===== config.mk =====
export PLATFORM = sky130hd
export DESIGN_NAME = smallest_three_quaternion_decode_core
export DESIGN_NICKNAME = d
export VERILOG_FILES = /design/src/rtl/core/sqd_pkg.sv /design/src/rtl/core/sqd_front.sv /design/src/rtl/core/sqd_isqrt.sv /design/src/rtl/core/smallest_three_quaternion_decode_core.sv
export SDC_FILE = /design/constraint.sdc
export NUM_CORES = 2
export LEC_CHECK = 0
export ABC_AREA = 0
export BUFFER_PORTS_ARGS = -buffer_cell sky130_fd_sc_hd__buf_2
export CORE_MARGIN = 4
export CORE_UTILIZATION = 32
export DETAILED_ROUTE_END_ITERATION = 16
export MAX_ROUTING_LAYER = met4
export PLACE_DENSITY = 0.56
export RECOVER_POWER = 100
export SLEW_MARGIN = 40
export SYNTH_ARGS = -nofsm -noshare
export SYNTH_HDL_FRONTEND = slang
export SYNTH_SLANG_ARGS = --single-unit
export TNS_END_PERCENT = 30

===== constraint.sdc =====
create_clock -name clk -period 44.9 [get_ports clk]
set_input_delay 4.49 -clock clk [delete_from_list [all_inputs] [get_ports clk]]
set_output_delay 4.49 -clock clk [all_outputs]
set_load 0.1 [all_outputs]

===== src/rtl/core/sqd_pkg.sv =====
`default_nettype none
// ----------------------------------------------------------------------------
// sqd_pkg
// Shared widths, payload types and the byte-to-component table of the
// smallest-three quaternion decoder.
// ----------------------------------------------------------------------------
package sqd_pkg;

  // Fixed-point fraction bits of every component
  localparam int FRAC_BITS = 14;
  localparam int COMP_W    = 16;
  localparam int BYTE_W    = 8;
  localparam int TAB_N     = 256;

  // Dequantized magnitude is below sqrt(2) * 2^F
  localparam int MAG_W  = FRAC_BITS + 1;
  localparam int SQ_W   = 2 * MAG_W;
  localparam int SUM_W  = SQ_W + 2;
  localparam int RAD_W  = 2 * FRAC_BITS + 1;
  localparam int ROOT_W = FRAC_BITS + 1;

  localparam logic [BYTE_W-1:0] TAG_BASE = BYTE_W'(252);
  localparam logic [SUM_W-1:0]  ONE_SQ   = SUM_W'(64'd1 << (2 * FRAC_BITS));
  localparam logic [COMP_W-1:0] COMP_ONE = COMP_W'(64'd1 << FRAC_BITS);

  typedef logic [TAB_N-1:0][MAG_W-1:0] mag_tab_t;

  // Item moving through the pipe; the dropped slot is filled at the end
  typedef struct packed {
    logic [3:0][COMP_W-1:0] comps;
    logic [1:0]             drop;
    logic                   ok;
  } pay_t;

  // Integer square root, floor
  function automatic logic [63:0] isqrt64(input logic [63:0] x_in);
    logic [63:0] x;
    logic [63:0] res;
    logic [63:0] bitv;
    x    = x_in;
    res  = '0;
    bitv = 64'd1 << 62;
    for (int i = 0; i < 32; i++) begin
      if (x >= res + bitv) begin
        x   = x - (res + bitv);
        res = (res >> 1) + bitv;
      end else begin
        res = res >> 1;
      end
      bitv = bitv >> 2;
    end
    return res;
  endfunction

  // round(d * 2^F / (255 * sqrt2)) for the odd magnitude d = |2p - 255|
  function automatic logic [MAG_W-1:0] dequant_mag(input int p);
    logic [63:0] d;
    logic [63:0] num;
    logic [63:0] q1;
    logic [63:0] r1;
    logic [63:0] zsq;
    logic [63:0] s;
    d   = (p < 128) ? 64'(255 - 2 * p) : 64'(2 * p - 255);
    num = 64'd2 * d * d;
    q1  = num / 64'd65025;
    r1  = num % 64'd65025;
    zsq = (q1 << (2 * FRAC_BITS)) + ((r1 << (2 * FRAC_BITS)) / 64'd65025);
    s   = isqrt64(zsq);
    return MAG_W'((s + 64'd1) >> 1);
  endfunction

  function automatic mag_tab_t build_mag_tab();
    mag_tab_t t;
    for (int p = 0; p < TAB_N; p++) begin
      t[p] = dequant_mag(p);
    end
    return t;
  endfunction

  localparam mag_tab_t MAG_TAB = build_mag_tab();

  // Signed field value of a stored byte, wrapped to the field width
  function automatic logic [COMP_W-1:0] comp_of(input logic [BYTE_W-1:0] p);
    logic [MAG_W:0] m;
    m = {1'b0, MAG_TAB[p]};
    return p[BYTE_W-1] ? COMP_W'(m) : COMP_W'(-m);
  endfunction

endpackage
`default_nettype wire


===== src/rtl/core/sqd_front.sv =====
`default_nettype none
// ----------------------------------------------------------------------------
// sqd_front
// Table lookup and slot placement, squaring, then sum and radicand.
// Three register stages with a per-stage valid/ready chain.
// ----------------------------------------------------------------------------
module sqd_front (
  input  wire logic                        clk,
  input  wire logic                        rst,
  input  wire logic                        in_valid,
  output logic                             in_ready,
  input  wire logic [sqd_pkg::BYTE_W-1:0]  byte_a,
  input  wire logic [sqd_pkg::BYTE_W-1:0]  byte_b,
  input  wire logic [sqd_pkg::BYTE_W-1:0]  byte_c,
  input  wire logic [sqd_pkg::BYTE_W-1:0]  mode_tag,
  output logic                             out_valid,
  input  wire logic                        out_ready,
  output sqd_pkg::pay_t                    out_pay,
  output logic [sqd_pkg::RAD_W-1:0]        out_rad
);
  import sqd_pkg::*;

  logic v1, v2, v3;
  logic rdy1, rdy2, rdy3;
  pay_t pay1, pay2, pay3;
  pay_t pay0;
  logic [2:0][MAG_W-1:0] mag1;
  logic [2:0][SQ_W-1:0]  sq2;
  logic [RAD_W-1:0]      rad3;
  logic [COMP_W-1:0] ca, cb, cc;
  logic [SUM_W-1:0]  sum;

  // Stall chain: a stage moves when empty or when the next one moves
  assign rdy3     = !v3 || out_ready;
  assign rdy2     = !v2 || rdy3;
  assign rdy1     = !v1 || rdy2;
  assign in_ready = rdy1;

  // Place the three values in ascending slots around the dropped one
  always_comb begin
    ca = comp_of(byte_a);
    cb = comp_of(byte_b);
    cc = comp_of(byte_c);
    pay0.ok   = (mode_tag >= TAG_BASE);
    pay0.drop = mode_tag[1:0];
    pay0.comps = '0;
    if (pay0.ok) begin
      unique case (pay0.drop)
        2'd0:    pay0.comps = {cc, cb, ca, {COMP_W{1'b0}}};
        2'd1:    pay0.comps = {cc, cb, {COMP_W{1'b0}}, ca};
        2'd2:    pay0.comps = {cc, {COMP_W{1'b0}}, cb, ca};
        default: pay0.comps = {{COMP_W{1'b0}}, cc, cb, ca};
      endcase
    end else begin
      pay0.comps = {COMP_ONE, {COMP_W{1'b0}}, {COMP_W{1'b0}}, {COMP_W{1'b0}}};
    end
  end

  // Sum of squares and the clamped radicand
  assign sum = SUM_W'(sq2[0]) + SUM_W'(sq2[1]) + SUM_W'(sq2[2]);

  // Valid bits
  always_ff @(posedge clk) begin
    if (rst) begin
      v1 <= 1'b0;
      v2 <= 1'b0;
      v3 <= 1'b0;
    end else begin
      if (rdy1) v1 <= in_valid;
      if (rdy2) v2 <= v1;
      if (rdy3) v3 <= v2;
    end
  end

  // Payload stages
  always_ff @(posedge clk) begin
    if (rdy1 && in_valid) begin
      pay1    <= pay0;
      mag1[0] <= MAG_TAB[byte_a];
      mag1[1] <= MAG_TAB[byte_b];
      mag1[2] <= MAG_TAB[byte_c];
    end
    if (rdy2 && v1) begin
      pay2   <= pay1;
      sq2[0] <= SQ_W'(mag1[0] * mag1[0]);
      sq2[1] <= SQ_W'(mag1[1] * mag1[1]);
      sq2[2] <= SQ_W'(mag1[2] * mag1[2]);
    end
    if (rdy3 && v2) begin
      pay3 <= pay2;
      rad3 <= (sum < ONE_SQ) ? RAD_W'(ONE_SQ - sum) : '0;
    end
  end

  assign out_valid = v3;
  assign out_pay   = pay3;
  assign out_rad   = rad3;

endmodule
`default_nettype wire


===== src/rtl/core/sqd_isqrt.sv =====
`default_nettype none
// ----------------------------------------------------------------------------
// sqd_isqrt
// Pipelined restoring square root: one root bit per stage, MSB first.
// The item payload rides along with the partial root.
// ----------------------------------------------------------------------------
module sqd_isqrt (
  input  wire logic                         clk,
  input  wire logic                         rst,
  input  wire logic                         in_valid,
  output logic                              in_ready,
  input  wire sqd_pkg::pay_t                in_pay,
  input  wire logic [sqd_pkg::RAD_W-1:0]    in_rad,
  output logic                              out_valid,
  input  wire logic                         out_ready,
  output sqd_pkg::pay_t                     out_pay,
  output logic [sqd_pkg::ROOT_W-1:0]        out_root
);
  import sqd_pkg::*;

  localparam int NST  = ROOT_W;
  localparam int TR_W = RAD_W + 2;

  logic                v   [NST];
  logic                rdy [NST];
  pay_t                pay [NST];
  logic [RAD_W-1:0]    rem [NST];
  logic [ROOT_W-1:0]   root[NST];

  assign in_ready = rdy[0];

  for (genvar j = 0; j < NST; j++) begin : g_st
    localparam int B = NST - 1 - j;

    logic              pv;
    pay_t              ppay;
    logic [RAD_W-1:0]  prem;
    logic [ROOT_W-1:0] proot;
    logic [TR_W-1:0]   trial;
    logic              take;

    // Previous stage, or the block input for the first one
    if (j == 0) begin : g_first
      assign pv    = in_valid;
      assign ppay  = in_pay;
      assign prem  = in_rad;
      assign proot = '0;
    end else begin : g_next
      assign pv    = v[j-1];
      assign ppay  = pay[j-1];
      assign prem  = rem[j-1];
      assign proot = root[j-1];
    end

    if (j == NST - 1) begin : g_last_rdy
      assign rdy[j] = !v[j] || out_ready;
    end else begin : g_mid_rdy
      assign rdy[j] = !v[j] || rdy[j+1];
    end

    // (r + 2^B)^2 - r^2 against what is left of the radicand
    always_comb begin
      trial = (TR_W'(proot) << (B + 1)) + (TR_W'(1) << (2 * B));
      take  = (trial <= TR_W'(prem));
    end

    always_ff @(posedge clk) begin
      if (rst) begin
        v[j] <= 1'b0;
      end else if (rdy[j]) begin
        v[j] <= pv;
      end
    end

    always_ff @(posedge clk) begin
      if (rdy[j] && pv) begin
        pay[j]  <= ppay;
        rem[j]  <= take ? (prem - RAD_W'(trial)) : prem;
        root[j] <= take ? (proot | (ROOT_W'(1) << B)) : proot;
      end
    end
  end

  assign out_valid = v[NST-1];
  assign out_pay   = pay[NST-1];
  assign out_root  = root[NST-1];

endmodule
`default_nettype wire


===== src/rtl/core/smallest_three_quaternion_decode_core.sv =====
`default_nettype none
// ----------------------------------------------------------------------------
// smallest_three_quaternion_decode_core
// Rebuilds a unit quaternion in Q2.14 from three quantized bytes and a tag.
//
//   channel  dir  handshake         payload
//   s_       in   s_tvalid/tready   tdata: byte_a, byte_b, byte_c; tuser: mode_tag
//   m_       out  m_tvalid/tready   tdata: comp_zero..comp_three; tuser: tag_ok
//
// One item per cycle while m_tready is held high. Three front stages (lookup,
// squares, radicand), one square-root stage per root bit, and the output
// register. Each stage holds its item under a stall and takes a new one
// whenever it is empty, so bubbles close up. rst clears the valid bits
// only.
// ----------------------------------------------------------------------------
module smallest_three_quaternion_decode_core (
  input  wire logic        clk,
  input  wire logic        rst,
  input  wire logic        s_tvalid,
  output logic             s_tready,
  input  wire logic [23:0] s_tdata,   // byte_a [7:0], byte_b [15:8], byte_c [23:16]
  input  wire logic [7:0]  s_tuser,   // mode_tag [7:0]
  output logic             m_tvalid,
  input  wire logic        m_tready,
  output logic [63:0]      m_tdata,   // comp_zero [15:0], comp_one [31:16],
                                      // comp_two [47:32], comp_three [63:48]
  output logic             m_tuser    // tag_ok
);
  import sqd_pkg::*;

  logic              f_valid, f_ready;
  pay_t              f_pay;
  logic [RAD_W-1:0]  f_rad;
  logic              r_valid, r_ready;
  pay_t              r_pay;
  logic [ROOT_W-1:0] r_root;
  logic              o_ready;
  logic [3:0][COMP_W-1:0] comps_next;

  sqd_front u_front (
    .clk       (clk),
    .rst       (rst),
    .in_valid  (s_tvalid),
    .in_ready  (s_tready),
    .byte_a    (s_tdata[7:0]),
    .byte_b    (s_tdata[15:8]),
    .byte_c    (s_tdata[23:16]),
    .mode_tag  (s_tuser),
    .out_valid (f_valid),
    .out_ready (f_ready),
    .out_pay   (f_pay),
    .out_rad   (f_rad)
  );

  sqd_isqrt u_isqrt (
    .clk       (clk),
    .rst       (rst),
    .in_valid  (f_valid),
    .in_ready  (f_ready),
    .in_pay    (f_pay),
    .in_rad    (f_rad),
    .out_valid (r_valid),
    .out_ready (r_ready),
    .out_pay   (r_pay),
    .out_root  (r_root)
  );

  // Drop the root into its slot on a good tag
  always_comb begin
    comps_next = r_pay.comps;
    if (r_pay.ok) begin
      comps_next[r_pay.drop] = COMP_W'(r_root);
    end
  end

  // Output register
  assign o_ready = !m_tvalid || m_tready;
  assign r_ready = o_ready;

  always_ff @(posedge clk) begin
    if (rst) begin
      m_tvalid <= 1'b0;
    end else if (o_ready) begin
      m_tvalid <= r_valid;
    end
  end

  always_ff @(posedge clk) begin
    if (o_ready && r_valid) begin
      m_tdata <= comps_next;
      m_tuser <= r_pay.ok;
    end
  end

  // A bad tag always leaves the identity
  a_ident : assert property (@(posedge clk) disable iff (rst)
    (m_tvalid && !m_tuser) |->
      (m_tdata == {COMP_ONE, {COMP_W{1'b0}}, {COMP_W{1'b0}}, {COMP_W{1'b0}}}))
    else $error("bad tag did not give the identity");

  // An empty output register means the whole pipe can move
  a_ready : assert property (@(posedge clk) disable iff (rst)
    !m_tvalid |-> s_tready)
    else $error("input stalled with an empty output");

  // An item leaving the root pipe while the output is free is captured
  a_capture : assert property (@(posedge clk) disable iff (rst)
    (r_valid && o_ready) |=> m_tvalid)
    else $error("finished item lost at the output register");

endmodule
`default_nettype wire


==> impl_metrics.csv <==
group,metric,value,unit
drt,firstDrtPassIters,8,
drt,ant_nets,0,
min_path,hold_end,"u_isqrt.pay[0][198]",
cts,cts_buffers,207,
synthesis,synthFlopType,"edfxtp_1",
cts,clk_pin_slew_worst_paths,60,ps
floorplanning,rows,208,
worst_setup_path,r2r_setup_slack,34090,ps
final_layout,fillCellCount,30864,
final_layout,most-common-layout-cells,"1970 x edfxtp_1, 857 x inv_1, 557 x ha_1",
power,pwr_density_cell,70.6,nW/um^2
timing,drv_slew,2329,
cts,cts_tree,"yes",
timing,finalHoldViolations,0,
drt,viasPerCell,4.86,
worst_setup_path,cp.arrival,14620,ps
grt,grt_pass1_wl,365000,um
worst_setup_path,ff2ff_path_depth,11,
power,power_leakage,42.4,nW
run_status,outcome,"finished with violations",
timing,fin_crit_sh,31.9,%
place,numPortBuffers,102,
worst_setup_path,crit_fanout,79,
timing,setup_tns,0,ps
cts,h-tree-depth,4,
floorplanning,die_w,577,um
final_layout,area_growth,10.8,%
synthesis,yosys.area.top_type,"edfxtp_1",
job,maxCapViolCount,46,
final_layout,nets,9112,
final_layout,stdcell_count,12606,
worst_setup_path,slowest_delay,3040,ps
timing,slew_headroom,-195,%
synthesis,synth_top_area_share,57.2,%
synthesis,yosys_warnings,0,
power,peakVddDrop,0.126,mV
grt,grt_pass1_vias,63238,
timing,fmax,69.8,MHz
floorplanning,die_height,577,um
worst_setup_path,worstPathCellList,"clkbuf_1, nor2b_1, and3_1, and3_1, nand3_1, nor3_1, and3_1, nand3_1, nor2_1, a21boi_0, clkbuf_1, clkbuf_1",
place,dpl.cell_count,12229,
synthesis,ys_ff_latch,1974,
timing,period_minus_slack,14320,ps
min_path,min_from,"u_isqrt.pay[0][131]",
drt,wire_per_inst,18.1,um
synthesis,async_flop_share,0,%
timing,hold_slack,349,ps
worst_setup_path,cp-start-kind,"input pin",
worst_setup_path,end_kind,"flip-flop",
grt,grt_max_degree,92,
worst_setup_path,timing.rr.start,"m_tvalid",
cts,insertion_delay,850,ps
min_path,min_path_type,"flip-flop to flip-flop",
timing,worst_pin_slew,4430,ps
drt,drc_errors,0,
cts,clockBufferDepth,4,
cts,root_buffer,"clkbuf_16",
cts,holdBufCountCts,0,
worst_setup_path,cp.required,45200,ps
grt,grt-ovfl-total,0,
timing,setup_viol,0,
worst_setup_path,slowest_stage,"clkbuf_1",
cts,cts_setup_buffers,0,
timing,finClkSkew,98.0,ps
timing,rsz0062_at_grt,"false",
synthesis,synth_seq_area_share,57.2,%
floorplanning,initial_core_util,32.2,%
final_layout,drive_gt1_share,6.62,%
floorplanning,fp.coreArea,321000,um^2
final_layout,layout_commonest_cell,"edfxtp_1",
drt,initialDrtViolationCount,4074,
synthesis,synthDistinctLibCells,117,
synthesis,syn_area,103000,um^2
cts,cts_resized,0,
synthesis,avgSynthCellArea,12.8,um^2
drt,num_vias,61213,
cts,cts_sinks,1974,
synthesis,synth-edff-count,1970,
grt,globalRouteTotalUtil,14.1,%
drt,drt-total-wl,229000,um
worst_setup_path,path_class,"input pin to flip-flop",
place,place_hpwl,168000,um
synthesis,syn_inst,8055,
synthesis,synth.area.top_cells,"edfxtp_1 57%, fa_1 7.4%, ha_1 6.7%",
worst_setup_path,r2r-end,"u_front.sq2[42]",
place,gp_congestion,0.883,
grt,antenna_found_initial,9,
floorplanning,die_area,333000,um^2
min_path,min_path_cells,0,
run_status,violations,"capacitance limit, slew limit",
floorplanning,ios,103,
## worst max-delay path by stage
stage,from,to,slack [ps],cells past startpoint
finish,m_tready,u_front.sq2[42],30580,12
global route,m_tready,u_front.sq2[42],29390,12
CTS,m_tready,s_tready,31480,11
detailed placement,m_tready,s_tready,31510,11
global placement,m_tready,s_tready,31150,11
floorplan,m_tready,u_front.pay2[0],27120,10
## where the power goes
group          internal, mW  switching, mW
registers              2.28         0.0642
clock network         0.930          0.667
logic                  1.71           2.43
## critical path: cells and delay by family
kind / cells / cell delay (ps)
buffers and inverters: 3 / 5520
AO/OA/AOI/OAI: 1 / 2440
AND/OR/NAND/NOR: 8 / 2050
## per-layer routing
| metal | track usage [%] | up-vias | part of all wire (%) |
|---|---|---|---|
| met2 | 23.0 | 1370 | 48 |
| li1 | - | 29171 | - |
| met1 | 17.9 | 30282 | 44 |
| met5 | - | - | 0 |
| met4 | 4.65 | 0 | 3.3 |
| met3 | 2.06 | 390 | 4.5 |
## sequential cells by signal, summed over array words and instances (netlist names), 15 cells and up
name and flops:
u_front.mag1 42, u_isqrt.pay 1005, m_tdata 64, u_front.sq2 87, u_front.out_rad 29, u_isqrt.root 120, u_front.pay2 67, u_isqrt.rem 406
u_front.out_pay 67, u_isqrt.v 15, u_front.pay1 67
## Yosys cell counts, drive strengths merged (36+ instances only)
| cell | number |
|---|---|
| clkbuf | 162 |
| and2 | 194 |
| o21a | 88 |
| nand2 | 498 |
| a21oi | 327 |
| o22ai | 36 |
| nand3 | 101 |
| a31oi | 48 |
| o21ai | 356 |
| nand4 | 51 |
| nor2 | 457 |
| a211oi | 68 |
| mux2 | 76 |
| mux2i | 64 |
| xor2 | 136 |
| nand2b | 106 |
| o311ai | 36 |
| or3 | 41 |
| nor4 | 71 |
| o31ai | 43 |
| xnor2 | 204 |
| inv | 863 |
| a21o | 86 |
| o211ai | 43 |
| fa | 383 |
| ha | 558 |
| nor3 | 146 |
| nor2b | 142 |
| edfxtp | 1970 |
| buf | 165 |
## metrics by stage
stage	instance area [um^2]	power [mW]	setup WS [ps]	utilization [%]
after detailed placement	109000	6.52	31510	33.8
after global placement	109000	6.47	31150	33.8
after global routing	115000	8.87	29390	35.7
after CTS	115000	8.18	31480	35.8
final	115000	8.09	30580	35.7
after floorplan	103000	5.55	27120	-
## final cells by class
cell class	count	area (um^2)	area share [%]
flip-flops and latches	1974	59200	51.7
multi-input cells	4889	39500	34.4
clock buffers	258	5440	4.75
well taps	4305	5390	4.70
inverters	867	3250	2.84
repair buffers	196	932	0.813
clock inverters	111	913	0.797
diodes	6	15.0	0.0131
## cells by family (layout without fill, tap and decap cells)
kind of cell / after synthesis / count (layout) / share of synthesized area [%]
simple gates: 1952 / 1952 / 9.45
other cells: 2 / 10 / 0.00726
compound gates: 1490 / 1490 / 9.58
buf+inv: 1194 / 1432 / 4.75
mux: 161 / 161 / 1.93
xor+xnor: 340 / 340 / 2.88
flops: 1974 / 1974 / 57.2
fa+ha+maj: 942 / 942 / 14.2
No activity file was read; power rests on OpenSTA's default activity.
